`config.mk`:
```
export PLATFORM = sky130hd
export DESIGN_NAME = salc_ctrl
export DESIGN_NICKNAME = d
export VERILOG_FILES = /design/src/design/salc_pkg.sv /design/src/design/salc_ctrl.sv
export SDC_FILE = /design/constraint.sdc
export NUM_CORES = 1
export LEC_CHECK = 0
export ABC_AREA = 1
export BUFFER_PORTS_ARGS = -buffer_cell sky130_fd_sc_hd__buf_2
export CAP_MARGIN = 10
export CORE_AREA = 10 10 47 49
export CTS_BUF_LIST = sky130_fd_sc_hd__clkbuf_8 sky130_fd_sc_hd__clkbuf_16
export DETAILED_ROUTE_END_ITERATION = 7
export DIE_AREA = 0 0 57 59
export PLACE_DENSITY = 0.31
export SLEW_MARGIN = 20
export SYNTH_ARGS = -nofsm -noshare
export SYNTH_HDL_FRONTEND = slang
export SYNTH_SLANG_ARGS = --single-unit
```
`constraint.sdc`:
```
create_clock -name clk -period 0.8 [get_ports clk]
set_input_delay 0.16 -clock clk [delete_from_list [all_inputs] [get_ports clk]]
set_output_delay 0.16 -clock clk [all_outputs]
set_load 0.01 [all_outputs]
```
`src/design/salc_pkg.sv`:
```
package salc_pkg;

  localparam int MAX_SET_BITS = 10;
  localparam int MAX_WAYS     = 8;
  localparam int NUM_SETS     = 1 << MAX_SET_BITS;
  localparam int SET_W        = MAX_SET_BITS;
  localparam int WAY_W        = (MAX_WAYS > 1) ? $clog2(MAX_WAYS) : 1;
  localparam int AGE_W        = 3;
  localparam int AGE_MAX      = 7;
  localparam int TAG_W        = 63;
  localparam int ADDR_W       = 64;
  localparam int CNT_W        = 32;

  // configuration register widths and indexes
  localparam int CFG_IDX_W    = 2;
  localparam int CFG_DATA_W   = 6;
  localparam int SET_BITS_W   = 4;
  localparam int OFFSET_W     = 6;
  localparam int WAYS_W       = 4;

  localparam logic [CFG_IDX_W-1:0] REG_SET_BITS    = CFG_IDX_W'(0);
  localparam logic [CFG_IDX_W-1:0] REG_OFFSET_BITS = CFG_IDX_W'(1);
  localparam logic [CFG_IDX_W-1:0] REG_WAYS        = CFG_IDX_W'(2);

  localparam logic [SET_BITS_W-1:0] SET_BITS_RST    = SET_BITS_W'(4);
  localparam logic [OFFSET_W-1:0]   OFFSET_BITS_RST = OFFSET_W'(4);
  localparam logic [WAYS_W-1:0]     WAYS_RST        = WAYS_W'(1);

  typedef enum logic [1:0] {
    MODE_LOAD   = 2'd0,
    MODE_STORE  = 2'd1,
    MODE_MODIFY = 2'd2,
    MODE_IFETCH = 2'd3
  } mode_t;

  typedef struct packed {
    mode_t             mode;
    logic [ADDR_W-1:0] address;
  } req_t;

  typedef struct packed {
    logic             first_hit;
    logic             evicted;
    logic             second_hit;
    logic [CNT_W-1:0] hit_total;
    logic [CNT_W-1:0] miss_total;
    logic [CNT_W-1:0] eviction_total;
  } rsp_t;

  typedef struct packed {
    logic             valid;
    logic [AGE_W-1:0] age;
    logic [TAG_W-1:0] tag;
  } line_t;

  typedef line_t [MAX_WAYS-1:0] row_t;

  typedef enum logic [1:0] {
    ST_CLEAR,
    ST_IDLE,
    ST_UPDATE
  } state_t;

  typedef struct packed {
    logic clear;
    logic load;
    logic commit;
  } ctl_cmd_t;

  typedef struct packed {
    logic clear_last;
    logic ifetch;
  } ctl_sts_t;

endpackage

```
`src/design/salc_ctrl.sv`:
```
module salc_ctrl
  import salc_pkg::*;
(
  input  logic     clk,
  input  logic     rst,
  input  logic     in_valid,
  output logic     in_ready,
  output logic     out_valid,
  input  logic     out_ready,
  input  ctl_sts_t sts,
  output ctl_cmd_t cmd
);

  state_t state, state_next;
  logic   out_valid_next;

  always_ff @(posedge clk) begin
    if (rst) begin
      state     <= ST_CLEAR;
      out_valid <= 1'b0;
    end else begin
      state     <= state_next;
      out_valid <= out_valid_next;
    end
  end

  always_comb begin
    state_next = state;
    unique case (state)
      ST_CLEAR: begin
        if (sts.clear_last) begin
          state_next = ST_IDLE;
        end
      end
      ST_IDLE: begin
        if (in_valid && !sts.ifetch) begin
          state_next = ST_UPDATE;
        end
      end
      ST_UPDATE: begin
        if (!out_valid || out_ready) begin
          state_next = ST_IDLE;
        end
      end
      default: state_next = ST_CLEAR;
    endcase
  end

  always_comb begin
    cmd      = '0;
    in_ready = 1'b0;
    unique case (state)
      ST_CLEAR: begin
        cmd.clear = 1'b1;
      end
      ST_IDLE: begin
        in_ready = 1'b1;
        // instruction fetches are taken and dropped here
        cmd.load = in_valid && !sts.ifetch;
      end
      ST_UPDATE: begin
        // hold the set until the result slot is free
        cmd.commit = !out_valid || out_ready;
      end
      default: begin
        cmd = '0;
      end
    endcase
  end

  assign out_valid_next = cmd.commit | (out_valid & ~out_ready);

endmodule

```
## Yosys cells after proc, flatten, opt, wreduce, memory -nomap -nowiden

Cells that the tools add are included.
W data, S select, Z words.

- Register bits: 3
- Bits of input ports: 6
- Output and inout port bits: 5
- Word-level logic and storage cells: 24

- Equal/unequal tests: 5
- Mux-type cells: 8
- Bitwise operators: 3
- Reduce and logical (&&, ||, !) cells: 6

Operators with widths:

| cell | count |
|---|---|
| $mux W2 | 3 |
| $ne A2 B2 Y1 const B | 3 |
| $pmux W2 S3 | 1 |
| $mux W1 | 4 |
| $reduce_and A3 Y1 | 1 |
| $eq A2 B1 Y1 const B | 1 |
| $eq A2 B2 Y1 const B | 1 |
| $logic_not A1 Y1 | 2 |
| $logic_not A2 Y1 | 1 |
| $and A1 B1 Y1 | 1 |
| $logic_and A1 B1 Y1 | 1 |
| $logic_or A1 B1 Y1 | 1 |
| $not A1 Y1 | 1 |
| $or A1 B1 Y1 | 1 |

## Logic depth before layout (Yosys ltp)

Gate-level depths: netlist of the first run.

- Word-level depth: 4
- Depth in mapped cells: 6
- Gate-level depth less buffers: 6

## Worst setup path before layout of the first run

No wires, ideal clock.

- Kind: register to output
- From: register out_valid
- To: output cmd[0] in the netlist's numbering
- Arrival: 630 ps
- Data required time: 640 ps
- Setup slack: 10 ps
- Stages on the path, launching flop included: 4
- Buffers on the path: 0
- Cells stage by stage: dfxtp_1 > nand2_1 > inv_1 > nor2_1

RTL lines:

| item | RTL line | source |
|---|---|---|
| start, declared | salc_ctrl.sv:8 | `output logic out_valid,` |
| start signal, assigned | salc_ctrl.sv:23 | `out_valid <= out_valid_next;` |
| end, declared | salc_ctrl.sv:11 | `output ctl_cmd_t cmd` |

==> impl_metrics.yaml, run 1 <==
sta:
  fmax_ghz: 0.960
  setup_viol: 8
  hold_viol_final: 0
  finalClockSkew_ns: 0.0000495
  final.setup.worst_slack_ns: -0.242
  relSlewSlack_pct: 90.4
  rsz0062_at_grt: "yes"
  drv_slew: 0
  finalCritPeriodShare_pct: 130
  min_period_ns: 1.04
  worst_slew_pin_slew_ns: 0.144
synth:
  synth_area_sq_um: 179
  syn_avg_cell_area_sq_um: 6.39
  synth_nets: 34
  synthCells: 28
  ys_ff_latch: 3
  ys_warn_count: 0
  yosysSeqAreaShare_pct: 33.6
  yosysUniqueCellTypes: 10
critical_path:
  critPathMaxFanout: 3
  cp-end-kind: "output pin"
  rr_worst_depth: 5
  critPathRequiredTime_ns: 0.64
  startpoint_type: "register"
  path_class: "register to output pin"
  ff2ff_setup_slack_ns: -0.07
  crit_arrival_ns: 0.88
  worstReg2RegEnd: "out_valid"
  r2r-start: "state[0]"
finish:
  final_common_cell: "buf_2"
  num_antenna_cells: 0
  fin_nets: 56
  syn_to_final_growth_pct: 134
  n_fill_cell: 169
  layout-drive-gt1-share_pct: 73.5
  mostFrequentLayoutCells: "buf_2 (8), inv_1 (6), nand2_1 (6), buf_6 (6)"
  fin_area_sq_um: 419
global_route:
  gr-total-overflow: 0
  grt_pass1_wl_microns: 945
  grt_usage_pct: 4.06
  grt_max_degree: 4
  antenna_found_initial: 0
  grt_pass1_vias: 223
routing:
  antenna_left: 0
  wl_per_cell_microns: 9.12
  drt_first_pass_iters: 1
  drt_wl_total_microns: 593
  vias: 225
  vias_per_cell: 3.46
  drt_iter0_markers: 0
  drc: 0
hold_path:
  hold_end: "out_valid"
  hold_depth: 2
  hp-start: "rst"
  hp-class: "input port to register"
clocking:
  clock_latency_ns: 0.21
  numClockSinks: 3
  cts_tree: "yes"
  clk_path_buf_depth: 2
  root_buffer: "clkbuf_8"
  htree_num_levels: 1
  clkTransAtPathRegs_ns: 0.03
  cts_inserted_buffers: 3
floorplanning:
  core.rowCount: 14
  io_pins: 11
  start_util_pct: 12.8
  die_x_microns: 57
  die_h_microns: 59
  dieArea_sq_mm: 0.00336
  coreArea_sq_mm: 0.00140
placed_design:
  pre_cts_slack_ns: -0.0734
  hpwl_microns: 412
  place.gp.congestion: 0.638
  dpl_cell_area_sq_um: 256
  io_buffers: 10
outcome:
  status: "finished with violations"
  violations: "negative setup slack"
run:
  maxCapViolCount: 0
pwr:
  ir_worst_vdd_mv: 0.831
  p_leak_uw: 0.000232
  cellPowerDensity_mw_per_mm2: 1650
## how the worst max path moves through the flow
stage,slack [ns],endpoint,depth (start not counted),from
finish,-0.24,cmd[1],4,state[1]
global placement,-0.07,cmd[1],3,state[0]
detailed placement,-0.07,cmd[1],3,state[0]
floorplan,0.01,cmd[0],3,out_valid
CTS,-0.24,cmd[1],4,state[1]
global route,-0.29,cmd[0],4,state[0]
## state kept, by name, summed over array words and instances, names as in the netlist
register and flops:
state 2, out_valid 1
## cells in the mapped netlist (all sizes together)
master  instances  area, sq um
inv             8         30.0
nand2           9         38.8
a21oi           1         5.00
nor2            6         37.5
o21bai          1         7.51
dfxtp           3         60.1
## cells by family (layout without fill, tap and decap cells)
family	after synthesis	count (layout)	share of synthesized area, %
buf+inv	8	29	16.8
flops	3	3	33.6
compound gates	2	2	6.99
simple gates	15	15	42.7
## area by class of cell
class / instances / area (sq um) / area share [%]
Clock buffer: 3 / 41.3 / 9.85
Clock inverter: 1 / 3.75 / 0.896
Inverter: 8 / 35.0 / 8.36
Multi-Input combinational cell: 17 / 120 / 28.7
Sequential cell: 3 / 68.8 / 16.4
Tap cell: 16 / 20.0 / 4.78
Timing Repair Buffer: 17 / 130 / 31.0
## repair_timing
item | in CTS | in global routing
resized for setup | 11 | 10
endpoints found under the setup margin | 6 | 8
setup buffers | 4 | 2
hold buffers | 0 | 0
pin swaps | 4 | 3
## through the flow
stage	total power [uW]	hold WS [ns]	utilization, %	std cells	TNS [ns]
5_1_grt	757	0.146	29.9	65	-1.53
2_1_floorplan	209	0.227	-	28	0
4_1_cts	698	0.143	26.5	63	-1.18
3_5_place_dp	243	0.367	18.3	55	-0.178
3_3_place_gp	243	0.371	18.3	55	-0.256
6_report	690	0.154	29.9	65	-1.17
## power breakdown
group | leakage (uW) | internal (uW) | total, uW | switching (uW)
registers | 0.0000264 | 155 | 165 | 10.1
clock network | 0.0000269 | 326 | 418 | 92.3
logic | 0.000179 | 55.7 | 107 | 51.5
total | 0.000232 | 537 | 690 | 154
## routing by layer
layer  vias up  part of all wire, %  track usage [%]
met1        98                   38             3.21
met4         0                    0             5.03
met3         0                  9.4             3.86
met2         6                   53             5.27
met5         -                    0                0
li1        121                    -                -
## worst max-delay path, stage by stage, from the launching register on
cell and delay, ns:
dfxtp_4 0.35, inv_4 0.07, nand2_4 0.05, nor2_4 0.10, buf_6 0.11
Note: power is estimated with default switching activity, not from simulation.
==> run 2, diff against run 1 <==
CTS_BUF_LIST = sky130_fd_sc_hd__clkbuf_4   (was sky130_fd_sc_hd__clkbuf_8 sky130_fd_sc_hd__clkbuf_16)
==> run 2 against run 1 <==
Net effect:
- the flow still finishes with violations (negative setup slack)
- worst setup slack worse by 0.0037 ns
- critical path depth unchanged
- first-iteration DRC count up 1
- global-route usage shrank 0.30 points
- clock skew about the same
- maximum frequency decreased by 0.35%
- non-clock buffer count stayed put
- clock power decreased by 30%
- via count down 3.6%
- sequential cell count did not move
- sequential share of layout area shrank 0.072 points
- critical path type unchanged
==> impl_metrics.yaml, run 2 (same netlist as run 1, synthesis figures left out) <==
clocking:
  cts_tree: "yes"
  clkTransAtPathRegs_ns: 0.04
  root_buffer: "clkbuf_4"
  clk_path_buf_depth: 2
  clock_latency_ns: 0.23
  numClockSinks: 3
  postCtsHoldBufs: 0
  htree_num_levels: 1
  cts_inserted_buffers: 3
pwr:
  ir_worst_vdd_mv: 0.589
  cellPowerDensity_mw_per_mm2: 1440
  p_leak_uw: 0.000218
floorplanning:
  die_x_microns: 57
  die_h_microns: 59
  core.rowCount: 14
  dieArea_sq_mm: 0.00336
  io_pins: 11
  start_util_pct: 12.8
  coreArea_sq_mm: 0.00140
sta:
  rsz0062_at_grt: "yes"
  setup_viol: 8
  finalClockSkew_ns: 0.000249
  hold_viol_final: 0
  min_period_ns: 1.05
  final.setup.worst_slack_ns: -0.245
  drv_slew: 0
  relSlewSlack_pct: 90.4
  finalCritPeriodShare_pct: 131
  worst_slew_pin_slew_ns: 0.144
  fmax_ghz: 0.957
hold_path:
  hold_depth: 2
  hp-class: "input port to register"
finish:
  multiInputGateArea_sq_um: 120
  fin_cells: 65
  num_antenna_cells: 0
  n_fill_cell: 173
  top_regs: "state x2, out_valid x1"
  fin_nets: 56
  layout-drive-gt1-share_pct: 81.6
  final_common_cell: "buf_2"
  largest-register: "state"
  final-seq-area_sq_um: 63.8
  largest_register_ffs: 2
  syn_to_final_growth_pct: 118
  fin_area_sq_um: 390
  mostFrequentLayoutCells: "buf_2 (8), buf_6 (5)"
placed_design:
  place.gp.congestion: 0.638
  dp.cells: 55
  hpwl_microns: 412
  io_buffers: 10
  dpl_cell_area_sq_um: 256
global_route:
  grt_usage_pct: 3.76
  grt_pass1_vias: 225
  grt_max_degree: 4
  grt_pass1_wl_microns: 917
  antenna_found_initial: 0
  gr-total-overflow: 0
critical_path:
  critPathMaxFanout: 3
  path_class: "register to output pin"
  critical_path.cell_chain: "inv_2, nand2_2, nor2_4, buf_6"
  cpPeakStageDelay_ns: 0.33
  cp-end-kind: "output pin"
  startpoint_type: "register"
  rr_worst_depth: 5
  critPathRequiredTime_ns: 0.64
  slowest_stage: "dfxtp_2"
  crit_arrival_ns: 0.89
run:
  maxCapViolCount: 0
routing:
  drt_first_pass_iters: 2
  drt_wl_total_microns: 554
  drc: 0
  vias: 217
  wl_per_cell_microns: 8.52
  drt_iter0_markers: 1
  vias_per_cell: 3.34
  antenna_left: 0
outcome:
  violations: "negative setup slack"
  status: "finished with violations"
==> run 2: cell count changes in the layout (fill, tap and decap cells not counted) <==
| cell | delta |
|---|---|
| clkbuf_8 | -3 |
| dfxtp_4 | -2 |
| inv_4 | -2 |
| nand2_4 | -1 |
| buf_4 | +1 |
| inv_1 | -2 |
| inv_2 | +3 |
| clkbuf_4 | +4 |
| nand2_2 | +3 |
| buf_6 | -1 |
| dfxtp_2 | +2 |
| nand2_1 | -2 |
==> run 2: final cells by class <==
| type | count | area share (%) |
|---|---|---|
| tap | 16 | 5.13 |
| inverter | 8 | 7.69 |
| clock buffer | 4 | 7.69 |
| multi-input combinational | 17 | 30.8 |
| timing repair buffer | 17 | 32.4 |
| sequential | 3 | 16.3 |
==> run 2: path summary, 6_finish.rpt <==
kind / start / endpoint / slack (ns)
min: rst / state[1] / 0.13
max reg2reg: state[0] / out_valid / -0.06
max: state[1] / cmd[1] / -0.25
min reg2reg: out_valid / out_valid / 0.60
==> run 2: worst max-delay path: cells and delay by family (launching register included) <==
family | cells | cell delay, ns
flip-flops | 1 | 0.33
buffers and inverters | 2 | 0.18
AND/OR/NAND/NOR | 2 | 0.16
==> run 2: what timing repair did <==
action,4_1_cts,5_1_grt
resized for setup,11,7
endpoints found under the setup margin,6,8
setup buffers,4,2
pin swaps,4,1
==> run 2: power by group <==
| group | total, uW | switching [uW] | internal, uW |
|---|---|---|---|
| clock | 294 | 73.2 | 220 |
| combinational | 102 | 50.5 | 51.5 |
| sequential | 165 | 6.52 | 158 |
| total | 560 | 130 | 430 |
==> run 2: layer usage <==
metal	GRT usage, %	share of wire (%)
met1	3.21	38
met3	3.22	9.7
met2	5.12	53
met4	4.03	0
met5	0	0
==> run 2: through the flow <==
stage	power (uW)	setup slack (ns)	hold slack [ns]	setup TNS [ns]	util (%)
floorplan	209	0.00988	0.227	0	-
global placement	243	-0.0745	0.371	-0.256	18.3
detailed placement	243	-0.0734	0.367	-0.178	18.3
CTS	571	-0.269	0.117	-1.30	25.4
global route	611	-0.305	0.128	-1.66	27.9
finish	560	-0.245	0.131	-1.23	27.9
==> run 3, diff against run 2 <==
CELL_PAD_IN_SITES_DETAIL_PLACEMENT = 0   (was unset)
CELL_PAD_IN_SITES_GLOBAL_PLACEMENT = 1   (was unset)
PLACE_DENSITY = 0.43   (was 0.31)
==> run 3 against run 2 <==
Net effect:
- via count decreased by 0.46%
- sequential share of layout area increased by 1.4 points
- the run still ends with negative setup slack left
- wire length decreased by 3.2%
- cell count decreased by 4.6%
- worst setup slack got worse by 0.0040 ns
- critical path depth unchanged
- first-iteration DRC count decreased by 100%
==> impl_metrics.yaml, run 3 (same netlist as run 1, synthesis figures left out) <==
floorplanning:
  core.rowCount: 14
  dieArea_sq_mm: 0.00336
  die_h_microns: 59
  io_pins: 11
  coreArea_sq_mm: 0.00140
  start_util_pct: 12.8
  die_x_microns: 57
critical_path:
  r2r-start: "state[0]"
  critPathMaxFanout: 3
  path_class: "register to output pin"
  worstReg2RegEnd: "out_valid"
  critPathRequiredTime_ns: 0.64
  crit_arrival_ns: 0.89
  startpoint_type: "register"
  rr_worst_depth: 5
  ff2ff_setup_slack_ns: -0.07
  cp-end-kind: "output pin"
clocking:
  cts_tree: "yes"
  numClockSinks: 3
  clk_path_buf_depth: 2
  root_buffer: "clkbuf_4"
  htree_num_levels: 1
  clkTransAtPathRegs_ns: 0.03
  clock_latency_ns: 0.23
  cts_inserted_buffers: 3
sta:
  rsz0062_at_grt: "yes"
  setup_viol: 8
  worst_slew_pin_slew_ns: 0.142
  whs_ns: 0.127
  finalCritPeriodShare_pct: 131
  fmax_ghz: 0.953
  drv_slew: 0
  final.setup.worst_slack_ns: -0.249
  hold_viol_final: 0
  relSlewSlack_pct: 90.5
  finalClockSkew_ns: 0.000151
  min_period_ns: 1.05
placed_design:
  io_buffers: 10
  pre_cts_slack_ns: -0.0702
  hpwl_microns: 424
  place.gp.congestion: 0.625
pwr:
  cellPowerDensity_mw_per_mm2: 1480
  ir_worst_vdd_mv: 0.582
  p_total_uw: 555
  p_leak_uw: 0.000204
global_route:
  grt_max_degree: 4
  grt_pass1_vias: 220
  antenna_found_initial: 0
  grt_pass1_wl_microns: 828
  gr-total-overflow: 0
  grt_usage_pct: 3.37
run:
  maxCapViolCount: 0
outcome:
  violations: "negative setup slack"
  status: "finished with violations"
hold_path:
  hold_end: "out_valid"
  hold_depth: 2
  hp-start: "rst"
  hp-class: "input port to register"
finish:
  syn_to_final_growth_pct: 109
  final-seq-area_sq_um: 66.3
  num_antenna_cells: 0
  top_regs: "state x2, out_valid x1"
  fin_util_pct: 26.7
  largest_register_ffs: 2
  final_common_cell: "buf_2"
  largest-register: "state"
  multiInputGateArea_sq_um: 125
  n_fill_cell: 181
  layout-drive-gt1-share_pct: 80.4
  mostFrequentLayoutCells: "buf_2 (8), inv_1 (4), nand2_1 (4), clkbuf_4 (4), buf_6 (4)"
  fin_nets: 53
routing:
  antenna_left: 0
  vias: 216
  vias_per_cell: 3.48
  drc: 0
  drt_first_pass_iters: 1
  wl_per_cell_microns: 8.65
  drt_iter0_markers: 0
  drt_wl_total_microns: 536
-- run 3: timing repair --
item	in CTS	in global routing
gates resized for setup	15	5
hold buffers	0	0
setup buffers	3	0
cloned	0	0
pin swaps	4	2
endpoints found under the setup margin	7	8
-- run 3: worst max path at each step --
stage	from	endpoint	slack, ns
after CTS	state[1]	cmd[1]	-0.27
final	state[1]	cmd[1]	-0.25
after global routing	state[1]	cmd[1]	-0.30
after detailed placement	state[0]	cmd[1]	-0.07
after global placement	state[0]	cmd[1]	-0.07
after floorplan	out_valid	cmd[0]	0.01
-- run 3: per-stage QoR --
stage / area, sq um / cells / TNS (ns)
floorplan: 179 / 28 / 0
global placement: 256 / 55 / -0.204
detailed placement: 256 / 55 / -0.180
CTS: 358 / 62 / -1.24
global route: 374 / 62 / -1.52
finish: 374 / 62 / -1.16
-- run 3: area by class of cell --
class	count	share of cell area (%)
Multi-Input combinational cell	17	33.4
Timing Repair Buffer	14	26.8
Sequential cell	3	17.7
Inverter	8	8.70
Clock buffer	4	8.03
Tap cell	16	5.35
-- run 3: routing by layer --
layer  vias to the layer above  global-route usage [%]  share of wire, %  wire length (microns)
li1                        116                       -                 -                      -
met1                        94                    2.49                36                    195
met2                         6                    4.96                49                    265
met3                         0                    2.15                14                     75
met4                         0                    5.03                 0                      0
met5                         -                       0                 0                      0
-- run 3: worst max-delay path, cell delays in order, from the launching register on --
cell and delay [ns]:
dfxtp_2 0.33, inv_2 0.08, nand2_4 0.06, nor2_4 0.09
buf_6 0.11
-- run 3: power by group --
group | switching [uW] | total (uW) | internal (uW)
combinational | 48.8 | 95.4 | 46.6
sequential | 9.72 | 167 | 157
clock | 72.3 | 293 | 220
total | 131 | 555 | 424
